### src/rtl/assert_macros.svh
// Assertion macros for the design. Simulation builds get checked properties;
// synthesis builds define SYNTH and the macros expand to nothing.
`ifndef ASSERT_MACROS_SVH
`define ASSERT_MACROS_SVH

`ifndef SYNTH

// The consequent must hold in the same cycle as the antecedent.
`define ASSERT_SAME(label, clk, rst_n, ante, cons) \
    label: assert property (@(posedge clk) disable iff (!rst_n) (ante) |-> (cons)) \
        else $error("assertion failed");

// The consequent must hold in the cycle after the antecedent.
`define ASSERT_NEXT(label, clk, rst_n, ante, cons) \
    label: assert property (@(posedge clk) disable iff (!rst_n) (ante) |=> (cons)) \
        else $error("assertion failed");

`else

`define ASSERT_SAME(label, clk, rst_n, ante, cons)
`define ASSERT_NEXT(label, clk, rst_n, ante, cons)

`endif

`endif

### src/rtl/adm_pkg.sv
package adm_pkg;

    localparam int DEF_MAX_NAME_BYTES = 16;

    localparam int DATA_W        = 8;
    localparam int TARGET_LEN_W  = 5;
    localparam int CFG_INDEX_W   = 2;
    localparam int CFG_DATA_W    = 64;
    localparam int BYTES_PER_REG = CFG_DATA_W / DATA_W;

    localparam logic [DATA_W-1:0] MAX_REPORT_BYTES   = 8'd255;
    localparam logic [DATA_W-1:0] OFFSET_SATURATE    = 8'd255;
    localparam logic [DATA_W-1:0] TYPE_COMPLETE_NAME = 8'h0B;
    localparam logic [DATA_W-1:0] TYPE_SHORT_NAME    = 8'h0A;

    localparam logic [CFG_INDEX_W-1:0] REG_NAME_LOW   = 2'd0;
    localparam logic [CFG_INDEX_W-1:0] REG_NAME_HIGH  = 2'd1;
    localparam logic [CFG_INDEX_W-1:0] REG_TARGET_LEN = 2'd2;

    typedef enum logic [2:0] {
        PH_LENGTH = 3'b001,
        PH_TYPE   = 3'b010,
        PH_DATA   = 3'b100
    } phase_t;

    // Qualifiers for one byte handed to the walker.
    typedef struct packed {
        logic valid;
        logic last;
    } step_t;

endpackage

### src/rtl/adm_walker.sv
module adm_walker #(
    parameter int MAX_NAME_BYTES = adm_pkg::DEF_MAX_NAME_BYTES
) (
    input  logic                               clk,
    input  logic                               rst_n,
    input  adm_pkg::step_t                     step,
    input  logic [adm_pkg::DATA_W-1:0]         data_byte,
    input  logic [adm_pkg::DATA_W-1:0]         report_length,
    input  logic [MAX_NAME_BYTES*adm_pkg::DATA_W-1:0] name_bytes,
    input  logic [adm_pkg::TARGET_LEN_W-1:0]   target_length,
    output logic                               found
);
    import adm_pkg::*;

    localparam int IDX_W = $clog2(MAX_NAME_BYTES + 1);
    localparam int SEL_W = (MAX_NAME_BYTES > 1) ? $clog2(MAX_NAME_BYTES) : 1;
    localparam logic [TARGET_LEN_W-1:0] MAX_TL = TARGET_LEN_W'(MAX_NAME_BYTES);

    logic [DATA_W-1:0] byte_offset_reg, byte_offset_next;
    phase_t            phase_reg, phase_next;
    logic [DATA_W-1:0] struct_end_reg, struct_end_next;
    logic [IDX_W-1:0]  name_index_reg, name_index_next;
    logic              still_matching_reg, still_matching_next;
    logic              match_latched_reg, match_latched_next;
    logic              walk_stopped_reg, walk_stopped_next;

    logic [IDX_W-1:0]  tl_eff;
    logic [DATA_W-1:0] len_eff;
    logic [DATA_W:0]   length_sum;
    logic [DATA_W:0]   name_left;
    logic [DATA_W-1:0] target_byte;
    logic [IDX_W-1:0]  index_inc;
    logic              is_name_type;
    logic              found_now_set;

    assign tl_eff  = (target_length > MAX_TL) ? IDX_W'(MAX_NAME_BYTES) : IDX_W'(target_length);
    assign len_eff = (report_length > MAX_REPORT_BYTES) ? MAX_REPORT_BYTES : report_length;
    assign length_sum   = {1'b0, byte_offset_reg} + {1'b0, data_byte};
    // A type byte that arrives past the structure end (bytes were skipped) gives a
    // borrow here, which reads as a very long name part.
    assign name_left    = {1'b0, struct_end_reg} - {1'b0, byte_offset_reg};
    assign target_byte  = name_bytes[DATA_W*name_index_reg[SEL_W-1:0] +: DATA_W];
    assign index_inc    = name_index_reg + IDX_W'(1);
    assign is_name_type = (data_byte == TYPE_COMPLETE_NAME) || (data_byte == TYPE_SHORT_NAME);

    always_comb
    begin
        byte_offset_next    = byte_offset_reg;
        phase_next          = phase_reg;
        struct_end_next     = struct_end_reg;
        name_index_next     = name_index_reg;
        still_matching_next = still_matching_reg;
        match_latched_next  = match_latched_reg;
        walk_stopped_next   = walk_stopped_reg;

        if (step.valid)
        begin
            if (!walk_stopped_reg && (byte_offset_reg < len_eff))
            begin
                unique case (phase_reg)
                    PH_LENGTH:
                    begin
                        if ((data_byte == '0) || (length_sum >= {1'b0, len_eff}))
                        begin
                            walk_stopped_next = 1'b1;
                        end
                        else
                        begin
                            struct_end_next     = length_sum[DATA_W-1:0];
                            still_matching_next = 1'b0;
                            name_index_next     = '0;
                            phase_next          = PH_TYPE;
                        end
                    end
                    PH_TYPE:
                    begin
                        if (is_name_type && (name_left >= (DATA_W+1)'(tl_eff)))
                        begin
                            still_matching_next = 1'b1;
                            name_index_next     = '0;
                            if (tl_eff == '0)
                            begin
                                match_latched_next = 1'b1;
                            end
                        end
                        phase_next = (byte_offset_reg == struct_end_reg) ? PH_LENGTH : PH_DATA;
                    end
                    PH_DATA:
                    begin
                        if (still_matching_reg && (name_index_reg < tl_eff))
                        begin
                            if (data_byte != target_byte)
                            begin
                                still_matching_next = 1'b0;
                            end
                            else
                            begin
                                name_index_next = index_inc;
                                if (index_inc == tl_eff)
                                begin
                                    match_latched_next = 1'b1;
                                end
                            end
                        end
                        if (byte_offset_reg == struct_end_reg)
                        begin
                            phase_next = PH_LENGTH;
                        end
                    end
                    default:
                    begin
                        phase_next = PH_LENGTH;
                    end
                endcase
            end

            if (byte_offset_reg != OFFSET_SATURATE)
            begin
                byte_offset_next = byte_offset_reg + DATA_W'(1);
            end

            if (step.last)
            begin
                byte_offset_next    = '0;
                phase_next          = PH_LENGTH;
                struct_end_next     = '0;
                name_index_next     = '0;
                still_matching_next = 1'b0;
                match_latched_next  = 1'b0;
                walk_stopped_next   = 1'b0;
            end
        end
    end

    // Result of the byte being taken: the match flag after this byte is walked.
    assign found = match_latched_reg | found_now_set;

    always_comb
    begin
        found_now_set = 1'b0;
        if (!walk_stopped_reg && (byte_offset_reg < len_eff))
        begin
            if ((phase_reg == PH_TYPE) && is_name_type
                && (name_left >= (DATA_W+1)'(tl_eff)) && (tl_eff == '0))
            begin
                found_now_set = 1'b1;
            end
            if ((phase_reg == PH_DATA) && still_matching_reg && (name_index_reg < tl_eff)
                && (data_byte == target_byte) && (index_inc == tl_eff))
            begin
                found_now_set = 1'b1;
            end
        end
    end

    always_ff @(posedge clk or negedge rst_n)
    begin
        if (!rst_n)
        begin
            byte_offset_reg    <= '0;
            phase_reg          <= PH_LENGTH;
            struct_end_reg     <= '0;
            name_index_reg     <= '0;
            still_matching_reg <= 1'b0;
            match_latched_reg  <= 1'b0;
            walk_stopped_reg   <= 1'b0;
        end
        else
        begin
            byte_offset_reg    <= byte_offset_next;
            phase_reg          <= phase_next;
            struct_end_reg     <= struct_end_next;
            name_index_reg     <= name_index_next;
            still_matching_reg <= still_matching_next;
            match_latched_reg  <= match_latched_next;
            walk_stopped_reg   <= walk_stopped_next;
        end
    end

endmodule

### src/rtl/adv_data_name_matcher_top.sv
// A result is registered in the output register, or in the skid slot while that is stalled.
// Throughput: one report byte per cycle unless in_stall; parse state updates per transfer.
// A two-entry output (output register plus skid) lets bytes keep flowing while a result waits.
// Reset (rst_n, asynchronous, active low) clears the walk state, the output and skid flags,
// and all configuration registers to zero.
`include "assert_macros.svh"

module adv_data_name_matcher_top #(
    parameter int MAX_NAME_BYTES = adm_pkg::DEF_MAX_NAME_BYTES
) (
    input  logic                              clk,
    input  logic                              rst_n,

    // Configuration write port.
    input  logic                              cfg_write_enable,
    input  logic [adm_pkg::CFG_INDEX_W-1:0]   cfg_index,
    input  logic [adm_pkg::CFG_DATA_W-1:0]    cfg_data,

    // Report byte channel.
    input  logic                              in_valid,
    output logic                              in_stall,
    input  logic [adm_pkg::DATA_W-1:0]        data_byte,
    input  logic [adm_pkg::DATA_W-1:0]        report_length,
    input  logic                              last_byte,

    // Result channel.
    output logic                              out_valid,
    input  logic                              out_stall,
    output logic                              found
);
    import adm_pkg::*;

    // Only the name bytes that the block can ever compare are stored.
    logic [MAX_NAME_BYTES*DATA_W-1:0] name_reg;
    logic [TARGET_LEN_W-1:0]          target_len_reg;

    logic   out_valid_reg, out_valid_next;
    logic   out_found_reg, out_found_next;
    logic   skid_valid_reg, skid_valid_next;
    logic   skid_found_reg, skid_found_next;

    step_t  step;
    logic   walk_found;
    logic   in_xfer;
    logic   out_xfer;
    logic   result_new;

    // Configuration registers. Writes to an index past the list are dropped.
    always_ff @(posedge clk or negedge rst_n)
    begin
        if (!rst_n)
        begin
            name_reg       <= '0;
            target_len_reg <= '0;
        end
        else if (cfg_write_enable)
        begin
            for (int i = 0; i < MAX_NAME_BYTES; i++)
            begin
                if ((i < BYTES_PER_REG) && (cfg_index == REG_NAME_LOW))
                begin
                    name_reg[DATA_W*i +: DATA_W] <= cfg_data[DATA_W*(i % BYTES_PER_REG) +: DATA_W];
                end
                if ((i >= BYTES_PER_REG) && (cfg_index == REG_NAME_HIGH))
                begin
                    name_reg[DATA_W*i +: DATA_W] <= cfg_data[DATA_W*(i % BYTES_PER_REG) +: DATA_W];
                end
            end
            if (cfg_index == REG_TARGET_LEN)
            begin
                target_len_reg <= cfg_data[TARGET_LEN_W-1:0];
            end
        end
    end

    // The byte channel stalls only when both result slots are occupied.
    assign in_stall   = skid_valid_reg;
    assign in_xfer    = in_valid & ~in_stall;
    assign out_xfer   = out_valid_reg & ~out_stall;
    assign result_new = in_xfer & last_byte;

    assign step.valid = in_xfer;
    assign step.last  = last_byte;

    adm_walker #(
        .MAX_NAME_BYTES (MAX_NAME_BYTES)
    ) u_walker (
        .clk           (clk),
        .rst_n         (rst_n),
        .step          (step),
        .data_byte     (data_byte),
        .report_length (report_length),
        .name_bytes    (name_reg),
        .target_length (target_len_reg),
        .found         (walk_found)
    );

    // Output register with a skid slot behind it. A new result goes to the output
    // register when it is empty or being drained this cycle; otherwise it parks
    // in the skid slot, which then moves forward on the next output transfer.
    always_comb
    begin
        out_valid_next  = out_valid_reg;
        out_found_next  = out_found_reg;
        skid_valid_next = skid_valid_reg;
        skid_found_next = skid_found_reg;

        if (skid_valid_reg)
        begin
            if (out_xfer)
            begin
                out_found_next  = skid_found_reg;
                skid_valid_next = 1'b0;
            end
        end
        else if (result_new)
        begin
            if (out_valid_reg && !out_xfer)
            begin
                skid_valid_next = 1'b1;
                skid_found_next = walk_found;
            end
            else
            begin
                out_valid_next = 1'b1;
                out_found_next = walk_found;
            end
        end
        else if (out_xfer)
        begin
            out_valid_next = 1'b0;
        end
    end

    always_ff @(posedge clk or negedge rst_n)
    begin
        if (!rst_n)
        begin
            out_valid_reg  <= 1'b0;
            skid_valid_reg <= 1'b0;
        end
        else
        begin
            out_valid_reg  <= out_valid_next;
            skid_valid_reg <= skid_valid_next;
        end
    end

    always_ff @(posedge clk)
    begin
        out_found_reg  <= out_found_next;
        skid_found_reg <= skid_found_next;
    end

    assign out_valid = out_valid_reg;
    assign found     = out_found_reg;

    // The skid slot is only ever filled behind an occupied output register.
    `ASSERT_SAME(a_skid_behind_out, clk, rst_n, skid_valid_reg, out_valid_reg)
    // A transferred last byte always leaves a result waiting in the next cycle.
    `ASSERT_NEXT(a_last_gives_result, clk, rst_n, in_valid && !in_stall && last_byte, out_valid)
    // A parked result stays parked while the output side is stalled.
    `ASSERT_NEXT(a_skid_holds, clk, rst_n, skid_valid_reg && out_stall, skid_valid_reg)

endmodule
### config.mk
export PLATFORM = sky130hd
export DESIGN_NAME = adv_data_name_matcher_top
export DESIGN_NICKNAME = d
export VERILOG_FILES = /design/src/rtl/adm_pkg.sv /design/src/rtl/adm_walker.sv /design/src/rtl/adv_data_name_matcher_top.sv
export VERILOG_INCLUDE_DIRS = /design/src /design/src/rtl
export SDC_FILE = /design/constraint.sdc
export NUM_CORES = 1
export LEC_CHECK = 0
export ABC_CLOCK_PERIOD_IN_PS = 4000
export BUFFER_PORTS_ARGS = -buffer_cell sky130_fd_sc_hd__buf_2
export CORE_MARGIN = 2
export CORE_UTILIZATION = 60
export DETAILED_ROUTE_END_ITERATION = 6
export PLACE_DENSITY = 0.86
export REMOVE_ABC_BUFFERS = 1
export SYNTH_ARGS = -nofsm -noshare
export SYNTH_HDL_FRONTEND = slang
export SYNTH_SLANG_ARGS = --single-unit
### constraint.sdc
create_clock -name clk -period 4 [get_ports clk]
set_input_delay 0.4 -clock clk [delete_from_list [all_inputs] [get_ports clk]]
set_output_delay 0.4 -clock clk [all_outputs]
set_load 0.05 [all_outputs]
==> results list, run 1 <==
- Arrival @ worst endpoint: 3.92 ns
* Via-per-instance ratio: 6.24
- In the final timing run, aggregate negative setup slack is 0 ns.
- Leading cell types in the layout, fill and taps excluded: sky130_fd_sc_hd__dfrtp_1 (159), sky130_fd_sc_hd__mux2_2 (144), sky130_fd_sc_hd__buf_2 (89)
- The worst register-to-register path begins at u_walker.byte_offset_reg[1].
* Delay of the slowest cell on the worst path: 0.48 ns
- Share of the clock period used by the worst path after layout: 0.903
- Number of flip-flops in the largest register: 128
- Once layout is complete, the utilization of the core stands at 0.686.
- H-tree levels: 4
- Setup violations remaining at the end of the flow were counted as 0.
- Post-synth ARST share: 0.988
- After synthesis the netlist holds a flip-flop and latch count of 164.
- The worst setup path is launched from a flip-flop.
- The die is 130 µm tall.
- Average wire length per cell after detail routing: 20.5 µm
- Total via count in the routed design: 6941
- Clock tree synthesis inserted a total of 17 buffers.
* Pwr per Cell Area: 527 mW/mm²
- Mean cell area of the mapped netlist: 12.0 µm²
- The checks that failed: hold timing.
* Total DRC errors in the routed layout: 0
- For this run, the top clock speed supported by timing is 277 MHz.
- Slew @ Worst Pin: 0.934 ns
- The first detailed-routing pass ran for 5 iterations.
- The wire-length estimate of the detail-placed layout is 16400 µm.
- The setup check on the worst reg-to-reg path leaves a slack of 0.39 ns.
- Part of the total power dissipated in the clock network: 0.294
* Cells after Synth: 797
- Summed instance area of the synthesized netlist: 0.00955 mm²
* Status: finished, violations left
* Combined global-route utilization of all metal layers: 0.291
- Between clock sinks in the finished design, the worst skew comes to 0.00706 ns.
* Post-placement cell count: 1079
* Via count of the first global-routing pass: 7135
* Maximum net fanout on the critical path: 6
* Tmin final: 3.61 ns
- Pleak: 4.70 nW
- Family of cells with the greatest summed delay on the critical path: compound AO/OA/AOI/OAI gates
- Area of the die: 0.0169 mm²
- Antenna Violating Nets Remaining: 0
* Yosys warning count: 0
- Entering global routing, the biggest net connects 88 pins.
- Number of enable flip-flop cells after synthesis: 2
- Count of cells along the worst register-to-register path: 15
* Total power after layout: 0.00568 W
* Part of the power in combinational logic: 0.307
- The number of hold violations in the final report came to 9.
- DR iter-0 viols: 672
- After clock tree synthesis, the clock-pin slew on the worst setup and hold paths is 0.07 ns.
- Across all hold checks on the routed design, the worst slack comes to -0.0227 ns.
- The initial utilization of the core area, before any placement, comes to 0.608.
* Switching Share: 0.331
* Final max-slew violation count: 0
* Internal power contribution: 0.00380 W
* Ratio of cells with drive above 1 in the final layout: 0.366
- CTS sink count: 164
* Routed wire length: 22800 µm
- Wire length of the first global-routing pass: 37300 µm
- Peak ir drop on the vdd network: 0.364 mV
- Portion of the post-synthesis area used by sequential elements: 0.431
- Remaining global-route overflow: 0
- Width of the chip: 130 µm
- Final cell count without fillers: 1113
* # hold bufs at CTS: 0
- The number of buffers and inverters on the critical path is 0.
- Clock insertion delay at the later pin of the skew report: 0.43 ns
* Tightest Hold Check Type: primary input to async pin
- Clock tree root driver cell: sky130_fd_sc_hd__clkbuf_16
- TritonCTS built the clock tree.
* Rows: 46
- At the end of routability-driven placement, the weighted congestion stood at 0.959.
- I/O pins: 91
* Core area: 0.0157 mm²
- Net switching component of the power: 0.00188 W
- Cell repeated most along the worst path: sky130_fd_sc_hd__a21oi_1
- The signal on the critical path passes through ha_1 -> a21o_1 -> a21oi_1 -> o21bai_1 -> a21oi_1 -> o21ai_0 -> xor2_1 -> ha_1 -> a211oi_1 -> o41ai_1 -> a31oi_1 -> and2_1 -> a21oi_1 -> nor2b_2 -> mux2_2.
- On the critical path, the stage with the largest delay is an instance of sky130_fd_sc_hd__dfrtp_1.
- The tool flagged a number of max-cap violations equal to 0.
- Count of input and output buffers: 90
- Part of the power in registers: 0.399
- Synth unique cells: 80
* Max Root-Sink Buffers: 2
- Layout area overhead: 12.8%
* Worst setup path class: flip-flop to flip-flop
- The library cell used most frequently in the layout, excluding fill and tap cells, is sky130_fd_sc_hd__dfrtp_1.
- Antenna violations before repair: 0
- Worst slew margin: 0.377
- The worst setup path is captured at a flip-flop.
- Primary flip-flop cell chosen by synthesis mapping: sky130_fd_sc_hd__dfrtp_1
- Terminus of the critical flop-to-flop path: u_walker.struct_end_reg[4]
- Layout net count: 1016
- STA puts the critical path data required time at 4.31 ns.
## worst reg2reg max path, cell delays in order (launching register included)
cell and delay, ns:
sky130_fd_sc_hd__dfrtp_1 0.48, sky130_fd_sc_hd__ha_1 0.33, sky130_fd_sc_hd__a21o_1 0.16, sky130_fd_sc_hd__a21oi_1 0.22, sky130_fd_sc_hd__o21bai_1 0.09, sky130_fd_sc_hd__a21oi_1 0.22
sky130_fd_sc_hd__o21ai_0 0.16, sky130_fd_sc_hd__xor2_1 0.23, sky130_fd_sc_hd__ha_1 0.28, sky130_fd_sc_hd__a211oi_1 0.20, sky130_fd_sc_hd__o41ai_1 0.11, sky130_fd_sc_hd__a31oi_1 0.18
sky130_fd_sc_hd__and2_1 0.23, sky130_fd_sc_hd__a21oi_1 0.10, sky130_fd_sc_hd__nor2b_2 0.17, sky130_fd_sc_hd__mux2_2 0.35
## power groups by stage
stage          clock, W  combinational [W]  sequential, W
4_1_cts         0.00170            0.00173        0.00226
3_3_place_gp          0            0.00164        0.00226
6_report        0.00167            0.00175        0.00226
3_5_place_dp          0            0.00171        0.00229
2_1_floorplan         0            0.00126        0.00223
5_1_grt         0.00176            0.00193        0.00231
## metrics by stage
step / area, µm² / worst slack [ns]
global route: 10800 / -0.00585
CTS: 10800 / 0.367
detailed placement: 10200 / 0.345
finish: 10800 / 0.388
floorplan: 9320 / -1.84
global placement: 10200 / 0.456
## area by class of cell
cell class              instances  area (µm²)
flip-flops and latches        164        4120
clock buffers                  18         429
clock inverters                14         165
multi-input cells             553        5040
well taps                     216         270
inverters                      44         165
diodes                          1        2.50
repair buffers                103         579
fillers                      1109        4940
## cell families (layout without fill, tap and decap cells)
kind of cell    Yosys count  count (layout)  share of synthesized area
fa+ha+maj                45              45                     0.0605
compound gates          134             134                     0.0993
other cells               0               1                          0
simple gates            164             164                     0.0872
xor+xnor                 18              18                     0.0165
buf+inv                  80             179                     0.0422
mux                     192             192                      0.264
flops                   164             164                      0.431
## Yosys cell counts, types with 5 or more instances
cell / count / area, µm²
sky130_fd_sc_hd__dfrtp_1: 161 / 4030
sky130_fd_sc_hd__mux2_2: 144 / 1620
sky130_fd_sc_hd__nand2_1: 45 / 169
sky130_fd_sc_hd__ha_1: 43 / 538
sky130_fd_sc_hd__inv_1: 42 / 158
sky130_fd_sc_hd__nor2_1: 37 / 139
sky130_fd_sc_hd__mux4_2: 28 / 631
sky130_fd_sc_hd__a21oi_1: 25 / 125
sky130_fd_sc_hd__o21ai_0: 24 / 120
sky130_fd_sc_hd__clkbuf_1: 20 / 75.1
sky130_fd_sc_hd__mux2i_1: 16 / 160
sky130_fd_sc_hd__nand3_1: 15 / 75.1
sky130_fd_sc_hd__nor2b_1: 13 / 81.3
sky130_fd_sc_hd__xnor2_1: 13 / 114
sky130_fd_sc_hd__a31oi_1: 10 / 62.6
sky130_fd_sc_hd__a21o_1: 8 / 60.1
sky130_fd_sc_hd__nand2b_1: 8 / 50.1
sky130_fd_sc_hd__nor3_1: 8 / 40.0
sky130_fd_sc_hd__and2_1: 6 / 37.5
sky130_fd_sc_hd__and3_1: 6 / 37.5
sky130_fd_sc_hd__nand4_1: 6 / 37.5
sky130_fd_sc_hd__buf_2: 5 / 25.0
sky130_fd_sc_hd__xor2_1: 5 / 43.8
## layer usage
layer	up-vias	part of all wire	GRT usage
li1	3145	-	-
met1	3458	0.41	0.367
met2	268	0.49	0.474
met3	70	0.062	0.0816
met4	0	0.034	0.122
met5	-	0	0
## worst max-delay path by stage
stage                                             to  cells past startpoint                        start  slack, ns
after CTS                 u_walker.struct_end_reg[4]                     15  u_walker.byte_offset_reg[1]       0.37
after global placement    u_walker.struct_end_reg[4]                     15                 data_byte[0]       0.46
after floorplan                          name_reg[0]                      2                 cfg_index[1]      -1.84
final                     u_walker.struct_end_reg[4]                     15  u_walker.byte_offset_reg[1]       0.39
after detailed placement  u_walker.struct_end_reg[3]                     17                 data_byte[0]       0.35
after global routing      u_walker.struct_end_reg[6]                     16  u_walker.byte_offset_reg[1]     -0.006
## what timing repair did
item	in CTS	in global routing
endpoints found under the setup margin	0	8
setup buffers	0	1
resized for setup	0	1
No activity file was read; power rests on OpenSTA's default activity.
==> inputs of run 2 (changes only) <==
--- a/config.mk
+++ b/config.mk
@@ -13,6 +13,7 @@
 export DETAILED_ROUTE_END_ITERATION = 6
 export PLACE_DENSITY = 0.86
 export REMOVE_ABC_BUFFERS = 1
+export SETUP_SLACK_MARGIN = 0.4
 export SYNTH_ARGS = -nofsm -noshare
 export SYNTH_HDL_FRONTEND = slang
 export SYNTH_SLANG_ARGS = --single-unit
==> run 2 against run 1 <==
Effect of this change: the flow still finishes with violations (hold timing); highest routed layer unchanged; sequential cell count is the same; die area is the same; largest power group unchanged; combinational power grew 3%; non-clock buffer count grew 5; clock-buffer cell count is the same; design area grew 0.66%.
==> results list, run 2 (same netlist as run 1, synthesis figures left out) <==
- The buffers plus inverters on the worst setup path came to 0 (unchanged).
- Total via count in the routed design: 7015 (+1.1%)
- Effective utilization at floorplan: 0.608 (unchanged)
- The latest clock arrival within the worst-skew pair is 0.44 ns (about the same).
* Final setup viols: 0 (unchanged)
- Number of fillers in the final layout: 1105 (-0.36%)
- The number of CTS-inserted buffers came to 17 (unchanged).
- Part of the total power dissipated in the clock network: 0.292 (-0.002)
* Final hold slack: -0.0242 ns (-0.00144 ns)
- The time the final worst path needs with I/O delays and setup is 3.46 ns (-0.151 ns).
* Final max-slew violation count: 0 (unchanged)
- Max Clk Rate: 289 MHz (+4.4%)
- The fraction of power consumed by sequential logic was 0.394 (-0.005).
* Status: finished, violations left
- The number of iterations in the first detailed-routing pass came to 5 (unchanged).
- DIE HEIGHT: 130 µm (unchanged)
- The number of DRC markers in iteration 0 came to 698 (+3.9%).
* Worst slew margin: 0.376 (-0.00149)
* Area of the die: 0.0169 mm² (unchanged)
* Post-DP HPWL: 16400 µm (unchanged)
- Core area: 0.0157 mm² (unchanged)
- The clock net sink count is 164 (unchanged).
* Arrival @ worst endpoint: 3.77 ns (-0.15 ns)
- Clock tree root driver cell: sky130_fd_sc_hd__clkbuf_16
- The transition time at the pin with the least slew margin was 0.937 ns (+0.00224 ns).
* Number of max-cap violations: 0 (unchanged)
* Post-route setup slack: 0.540 ns (+0.151 ns)
- Worst-path cell with the longest stage delay: sky130_fd_sc_hd__dfrtp_2
- The number of nets at the end of the flow was 1021 (+0.49%).
- Pwr per Cell Area: 529 mW/mm² (+0.32%)
- Share of the clock period used by the worst path after layout: 0.865 (-0.0379)
- The sum of negative setup slack came to 0 ns (unchanged).
* Commonest non-fill, non-tap cell in the layout: sky130_fd_sc_hd__dfrtp_1
- The share of final-layout standard cells stronger than drive strength 1 was 0.378 (+0.0124).
- The wire length of the first global-routing pass came to 37300 µm (+0.24%).
* Post-place setup slack: 0.345 ns (unchanged)
- TritonCTS clock tree: done
* Delay of the slowest cell on the worst path: 0.43 ns (-0.05 ns)
- The maximum resistive drop on vdd came to 0.364 mV (about the same).
- The critical path is of the flip-flop to flip-flop type.
- Part of the power in combinational logic: 0.314 (+0.007)
* Post-Route Utilization: 0.690 (+0.00454)
- Internal power contribution: 0.00383 W (+0.96%)
* Tightest Hold Check Type: primary input to async pin
- Number of flip-flops in the largest register: 128 (unchanged)
* Pleak: 4.72 nW (+0.54%)
- STA classifies the critical path endpoint as a flip-flop.
* Final hold violation count: 9 (unchanged)
- The switching fraction of total power came to 0.331 (about the same).
* Worst EP required: 4.31 ns (about the same)
- The total grt overflow came to 0 (unchanged).
- The weighted congestion at the end of routability-driven global placement was 0.959 (unchanged).
- Layout area overhead: 13.5%
- Total DRC errors in the routed layout: 0 (unchanged)
* Width of the chip: 130 µm (unchanged)
- Average wire length per cell after detail routing: 20.7 µm (+0.71%)
- Startpoint type of the worst setup path: flip-flop
* Clock transition time at the flip-flop clock pins of the worst setup and hold paths: 0.07 ns (about the same)
- Antenna Violating Nets Remaining: 0 (unchanged)
* Family of cells with the greatest summed delay on the critical path: compound AO/OA/AOI/OAI gates
- Violated checks: hold timing
- Routed wire length: 23100 µm (+1.1%)
- Antenna violations before repair: 0 (unchanged)
- The total net switching power was 0.00190 W (+1.1%).
- H-tree levels: 4 (unchanged)
- The final design area excluding fillers was 0.0108 mm² (+0.66%).
- The pin count of the biggest net entering global routing is 88 (unchanged).
* Count of input and output buffers: 90 (unchanged)
* Rows: 46 (unchanged)
- The number of top-level pins was 91 (unchanged).
- Setup slack of the most critical reg-to-reg path: 0.54 ns (+0.15 ns)
- Number of antenna diodes: 0 (-1)
* Setup repair after global routing missed its margin: false
* CP cell instances: ha_1 -> fa_2 -> a211oi_1 -> nor2_1 -> nor2_1 -> ha_1 -> a21o_1 -> a21oi_1 -> o21ai_0 -> a31oi_1 -> and2_4 -> a21oi_1 -> nor2b_2 -> mux2_2
- Leading cell types in the layout, fill and taps excluded: sky130_fd_sc_hd__dfrtp_1 (157), sky130_fd_sc_hd__mux2_2 (144), sky130_fd_sc_hd__buf_2 (89)
* Via count of the first global-routing pass: 7159 (+0.34%)
- The placed instance area came to 0.0102 mm² (unchanged).
- The vias per cell is 6.28 (+0.70%).
- The clock skew after layout is 0.00704 ns (-0.0000176 ns).
- Combined global-route utilization of all metal layers: 0.291 (+0.000533)
- Maximum net fanout on the critical path: 4 (-2)
* Max Root-Sink Buffers: 2 (unchanged)
-- run 2: final timing paths --
check,startpoint,end,cells after the start
max in group asynchronous,rst_n,name_reg[121],2
max reg2reg,u_walker.byte_offset_reg[0],u_walker.struct_end_reg[4],14
min reg2reg,name_reg[6],name_reg[6],1
min in group clk,cfg_data[26],name_reg[90],2
min,rst_n,u_walker.byte_offset_reg[4],1
max,u_walker.byte_offset_reg[0],u_walker.struct_end_reg[4],14
-- run 2: metal layers --
metal,vias up,global-route usage,routed length [µm],share of wire
met1,3485,0.368,9370,0.41
met4,0,0.123,746,0.032
met5,-,0,0,0
met3,72,0.0791,1590,0.069
met2,306,0.477,11400,0.49
li1,3152,-,-,-
-- run 2: cell type report --
cell class	count	area [µm²]	area share
Timing Repair Buffer	108	621	0.0572
Clock inverter	14	165	0.0152
Inverter	44	165	0.0152
Tap cell	216	270	0.0249
Multi-Input combinational cell	553	5070	0.468
Sequential cell	164	4120	0.380
Clock buffer	18	429	0.0396
-- run 2: power groups by stage --
| stage | logic, W | clock network, W | registers (W) |
|---|---|---|---|
| CTS | 0.00173 | 0.00170 | 0.00226 |
| floorplan | 0.00126 | 0 | 0.00223 |
| global route | 0.00199 | 0.00176 | 0.00230 |
| finish | 0.00180 | 0.00167 | 0.00226 |
| detailed placement | 0.00171 | 0 | 0.00229 |
| global placement | 0.00164 | 0 | 0.00226 |
-- run 2: what timing repair did --
| item | CTS | global route |
|---|---|---|
| pin swaps | 0 | 4 |
| hold buffers | 0 | 0 |
| endpoints found under the setup margin | 8 | 17 |
| endpoints found under the hold margin | 0 | 0 |
| resized for setup | 1 | 10 |
| setup buffers | 0 | 6 |
-- run 2: stage by stage --
step           instances  power (W)  hold slack [ns]
2_1_floorplan        761    0.00350            0.104
3_3_place_gp        1079    0.00390            0.468
3_5_place_dp        1079    0.00399            0.466
4_1_cts             1111    0.00569          0.00647
5_1_grt             1117    0.00605           0.0373
6_report            1117    0.00573          -0.0242
==> inputs of run 3 (changes only) <==
--- a/config.mk
+++ b/config.mk
@@ -6,12 +6,13 @@
 export SDC_FILE = /design/constraint.sdc
 export NUM_CORES = 1
 export LEC_CHECK = 0
+export ABC_AREA = 1
 export ABC_CLOCK_PERIOD_IN_PS = 4000
 export BUFFER_PORTS_ARGS = -buffer_cell sky130_fd_sc_hd__buf_2
 export CORE_MARGIN = 2
-export CORE_UTILIZATION = 60
+export CORE_UTILIZATION = 55
 export DETAILED_ROUTE_END_ITERATION = 6
-export PLACE_DENSITY = 0.86
+export PLACE_DENSITY = 0.8
 export REMOVE_ABC_BUFFERS = 1
 export SETUP_SLACK_MARGIN = 0.4
 export SYNTH_ARGS = -nofsm -noshare
==> run 3 against run 2 <==
Effect of this change: the flow now finishes without violations; maximum frequency is 2.5% higher; sequential power is 4% lower; first-iteration DRC count is 8.7% lower; highest routed layer unchanged; core utilization is 6.5 points lower; global-route usage is 2.7 points lower; worst hold slack better by 0.055 ns.
==> results list, run 3 <==
- Worst setup path class: flip-flop to flip-flop
* DIE HEIGHT: 135 µm (+4.1%)
* Most area-consuming cells after synthesis: sky130_fd_sc_hd__dfrtp_1 (42%), sky130_fd_sc_hd__nand2_1 (15%), sky130_fd_sc_hd__o21ai_0 (8.3%)
* XOR/XNOR Fraction of Synth Area: 0.0129 (-0.00360)
- TritonCTS built the clock tree.
- Final hold slack: 0.0312 ns (+0.0553 ns)
- I/O pins: 91 (unchanged)
* Number of synthesized register bits: 164 (unchanged)
* Yosys warning count: 0 (unchanged)
* Pleak: 5.77 nW (+22%)
- Setup slack of the most critical reg-to-reg path: 0.62 ns (+0.09 ns)
* Pin count of the biggest net entering global routing: 109 (+24%)
- Routed wire length: 22400 µm (-3.0%)
- The clock net sink count came to 164 (unchanged).
- Leading cell types in the layout, fill and taps excluded: sky130_fd_sc_hd__nand2_1 (386), sky130_fd_sc_hd__inv_1 (206), sky130_fd_sc_hd__dfrtp_1 (158)
* Setup repair after global routing missed its margin: false
- The highest clock rate came to 296 MHz (+2.5%).
- Primary flip-flop cell chosen by synthesis mapping: sky130_fd_sc_hd__dfrtp_1
- Clock transition time at the flip-flop clock pins of the worst setup and hold paths: 0.07 ns (about the same)
* Number of enable flip-flop cells after synthesis: 2 (unchanged)
* Post-route setup slack: 0.625 ns (+0.0851 ns)
- The pre-CTS setup slack was 0.405 ns (+0.0597 ns).
- The via count of the first global-routing pass is 8011 (+12%).
* Worst EP required: 4.36 ns (+0.05 ns)
* Total via count in the routed design: 8336 (+19%)
- Tightest Hold Check Type: primary input to async pin
- The synthesized design spends more area on one cell type than any other, namely sky130_fd_sc_hd__dfrtp_1.
* Number of antenna diodes: 0 (unchanged)
* Max Root-Sink Buffers: 2 (unchanged)
- STA classifies the critical path startpoint as a flip-flop.
- The number of nets at the end of the flow is 1484 (+45%).
* Final setup viols: 0 (unchanged)
* Clock insertion delay at the later pin of the skew report: 0.43 ns (about the same)
- H-tree levels: 4 (unchanged)
- The wire length of the first global-routing pass was 38400 µm (+2.7%).
- Combined global-route utilization of all metal layers: 0.264 (-0.0269)
- The worst register-to-register path ends at u_walker.name_index_reg[0].
- The weighted congestion at the end of routability-driven global placement is 0.885 (-7.7%).
* Total DRC errors in the routed layout: 0 (unchanged)
* Adder-cell share of the synthesized area: 0.0608 (+0.000311)
- Number of max-cap violations: 0 (unchanged)
* DR iter-0 viols: 637 (-8.7%)
- The time the final worst path needs with I/O delays and setup is 3.38 ns (-0.0851 ns).
- Slew @ Worst Pin: 0.967 ns (+0.0306 ns)
* Complex-gate fraction of the synthesized area: 0.120 (+0.0210)
- Area of the die: 0.0183 mm² (+8.3%)
* Pwr per Cell Area: 513 mW/mm² (-2.9%)
- The share of the clock period used by the worst path after layout was 0.844 (-0.0213).
- Mean cell area of the mapped netlist: 7.38 µm² (-38%)
- The vias per cell is 5.25 (-16%).
- Clock tree root driver cell: sky130_fd_sc_hd__clkbuf_16
- The instance count of the mapped netlist is 1287 (+61%).
* Maximum net fanout on the critical path: 5 (+1)
- Status: finished, final reports clean
- Synth unique cells: 40 (-50%)
- Share of cell area taken by muxes after synthesis: 0 (-0.264)
- The number of CTS-inserted buffers is 17 (unchanged).
- Post-DP HPWL: 15400 µm (-6.0%)
* Total power after layout: 0.00549 W (-4.2%)
* Worst-case clock skew: 0.00756 ns (+0.000515 ns)
* Post-synth ARST share: 0.988 (unchanged)
- Average wire length per cell after detail routing: 14.1 µm (-32%)
- The area share of the largest cell type after synthesis is 0.424 (+0.00217).
- Final max-slew violation count: 0 (unchanged)
* Most common library cells after synthesis: sky130_fd_sc_hd__nand2_1 (389), sky130_fd_sc_hd__inv_1 (206), sky130_fd_sc_hd__dfrtp_1 (161), sky130_fd_sc_hd__o21ai_0 (157), sky130_fd_sc_hd__nand3_1 (126)
- Antenna Violating Nets Remaining: 0 (unchanged)
* Post-synthesis simple-gate area fraction: 0.259 (+0.172)
* Number of fillers in the final layout: 1533 (+39%)
- The total grt overflow is 0 (unchanged).
- The number of hold buffers added after cts was 0 (unchanged).
- The maximum resistive drop on vdd came to 0.343 mV (-5.9%).
- The die width was 135 µm (+4.1%).
- Number of flip-flops in the largest register: 128 (unchanged)
- The core region area was 0.0171 mm² (+8.9%).
- Setup total negative slack: 0 ns (unchanged)
* TritonRoute pass-1 iters: 5 (unchanged)
- Summed instance area of the synthesized netlist: 0.00950 mm² (-0.51%)
- Arrival @ worst endpoint: 3.74 ns (-0.03 ns)
* Final hold violation count: 0 (-9)
* Ratio of cells with drive above 1 in the final layout: 0.113 (-0.265)
- The count of standard-cell rows came to 48 (+4.3%).
- FF-to-FF Start: u_walker.byte_offset_reg[0]
- Count of cells along the worst register-to-register path: 20 (+6)
- Effective utilization at floorplan: 0.555 (-0.0527)
- The worst setup path is captured at a flip-flop.
- Antenna violations before repair: 0 (unchanged)
- Main combinational cell family by area after synthesis: simple AND/OR/NAND/NOR gates
* Layout area overhead: 12.5%
* Commonest non-fill, non-tap cell in the layout: sky130_fd_sc_hd__nand2_1
- In the post-synthesis netlist, the cell with the most instances is sky130_fd_sc_hd__nand2_1.
- Count of input and output buffers: 90 (unchanged)
- Portion of the post-synthesis area used by sequential elements: 0.433 (+0.00221)
- Worst slew margin: 0.355 (-0.0204)
run 3: per-stage QoR:
stage / instance area, µm² / cells / utilization
floorplan: 9210 / 1231 / -
global placement: 10000 / 1553 / 0.586
detailed placement: 10000 / 1553 / 0.586
CTS: 10600 / 1584 / 0.621
global route: 10700 / 1588 / 0.625
finish: 10700 / 1588 / 0.625
run 3: logic make-up (layout without fill, tap and decap cells):
family | count (synthesis) | after routing
and+or+nand+nor | 583 | 583
xor gates and xnor gates | 14 | 14
buffers and inverters | 266 | 342
adders and majority gates | 45 | 45
AOI/OAI and AO/OA | 215 | 215
DFF | 164 | 164
run 3: metal layers:
metal	track usage	wire [µm]	vias up
li1	-	-	4201
met1	0.361	10400	3910
met2	0.440	10700	200
met3	0.0404	1040	25
met4	0.0770	318	0
met5	0	0	-
run 3: final cells by class:
cell class	count	area, µm²	share of cell area
repair buffers	101	552	0.0516
flip-flops and latches	164	4120	0.385
clock inverters	10	144	0.0135
clock buffers	21	462	0.0432
multi-input cells	857	4350	0.407
inverters	210	788	0.0737
well taps	225	282	0.0263
run 3: what timing repair did:
action / 4_1_cts / 5_1_grt
endpoints found under the setup margin: 0 / 11
buffers inserted: 0 / 4
gates resized for setup: 0 / 7
run 3: worst max path at each step:
stage / from / endpoint / slack (ns)
6_report: u_walker.byte_offset_reg[0] / u_walker.name_index_reg[0] / 0.62
5_1_grt: u_walker.byte_offset_reg[4] / u_walker.name_index_reg[0] / 0.37
2_1_floorplan: u_walker.name_index_reg[0] / found / 0.41
3_3_place_gp: data_byte[0] / u_walker.name_index_reg[0] / 0.52
3_5_place_dp: data_byte[0] / u_walker.name_index_reg[1] / 0.41
4_1_cts: u_walker.byte_offset_reg[0] / u_walker.name_index_reg[1] / 0.47
run 3: where the power goes:
part | internal, W | switching (W) | total (W)
clock network | 0.00102 | 0.000675 | 0.00170
logic | 0.000646 | 0.000989 | 0.00163
registers | 0.00197 | 0.000194 | 0.00216
total | 0.00363 | 0.00186 | 0.00549
run 3: critical path, stage by stage (launching register included):
cell                       delay (ns)
sky130_fd_sc_hd__dfrtp_2         0.44
sky130_fd_sc_hd__ha_2            0.21
sky130_fd_sc_hd__fa_1            0.41
sky130_fd_sc_hd__a21oi_2         0.16
sky130_fd_sc_hd__o21bai_1        0.10
sky130_fd_sc_hd__nand3_1         0.08
sky130_fd_sc_hd__nand2_1         0.09
sky130_fd_sc_hd__xor2_2          0.17
sky130_fd_sc_hd__ha_1            0.29
sky130_fd_sc_hd__nand2_1         0.07
sky130_fd_sc_hd__inv_1           0.05
sky130_fd_sc_hd__nand3_1         0.06
sky130_fd_sc_hd__nor2_1          0.05
sky130_fd_sc_hd__nor4_1          0.25
sky130_fd_sc_hd__nand3_1         0.15
sky130_fd_sc_hd__nand2_1         0.11
sky130_fd_sc_hd__o31ai_1         0.08
sky130_fd_sc_hd__nor2_2          0.21
sky130_fd_sc_hd__buf_4           0.16
sky130_fd_sc_hd__nand3_1         0.06
sky130_fd_sc_hd__nand2_1         0.10
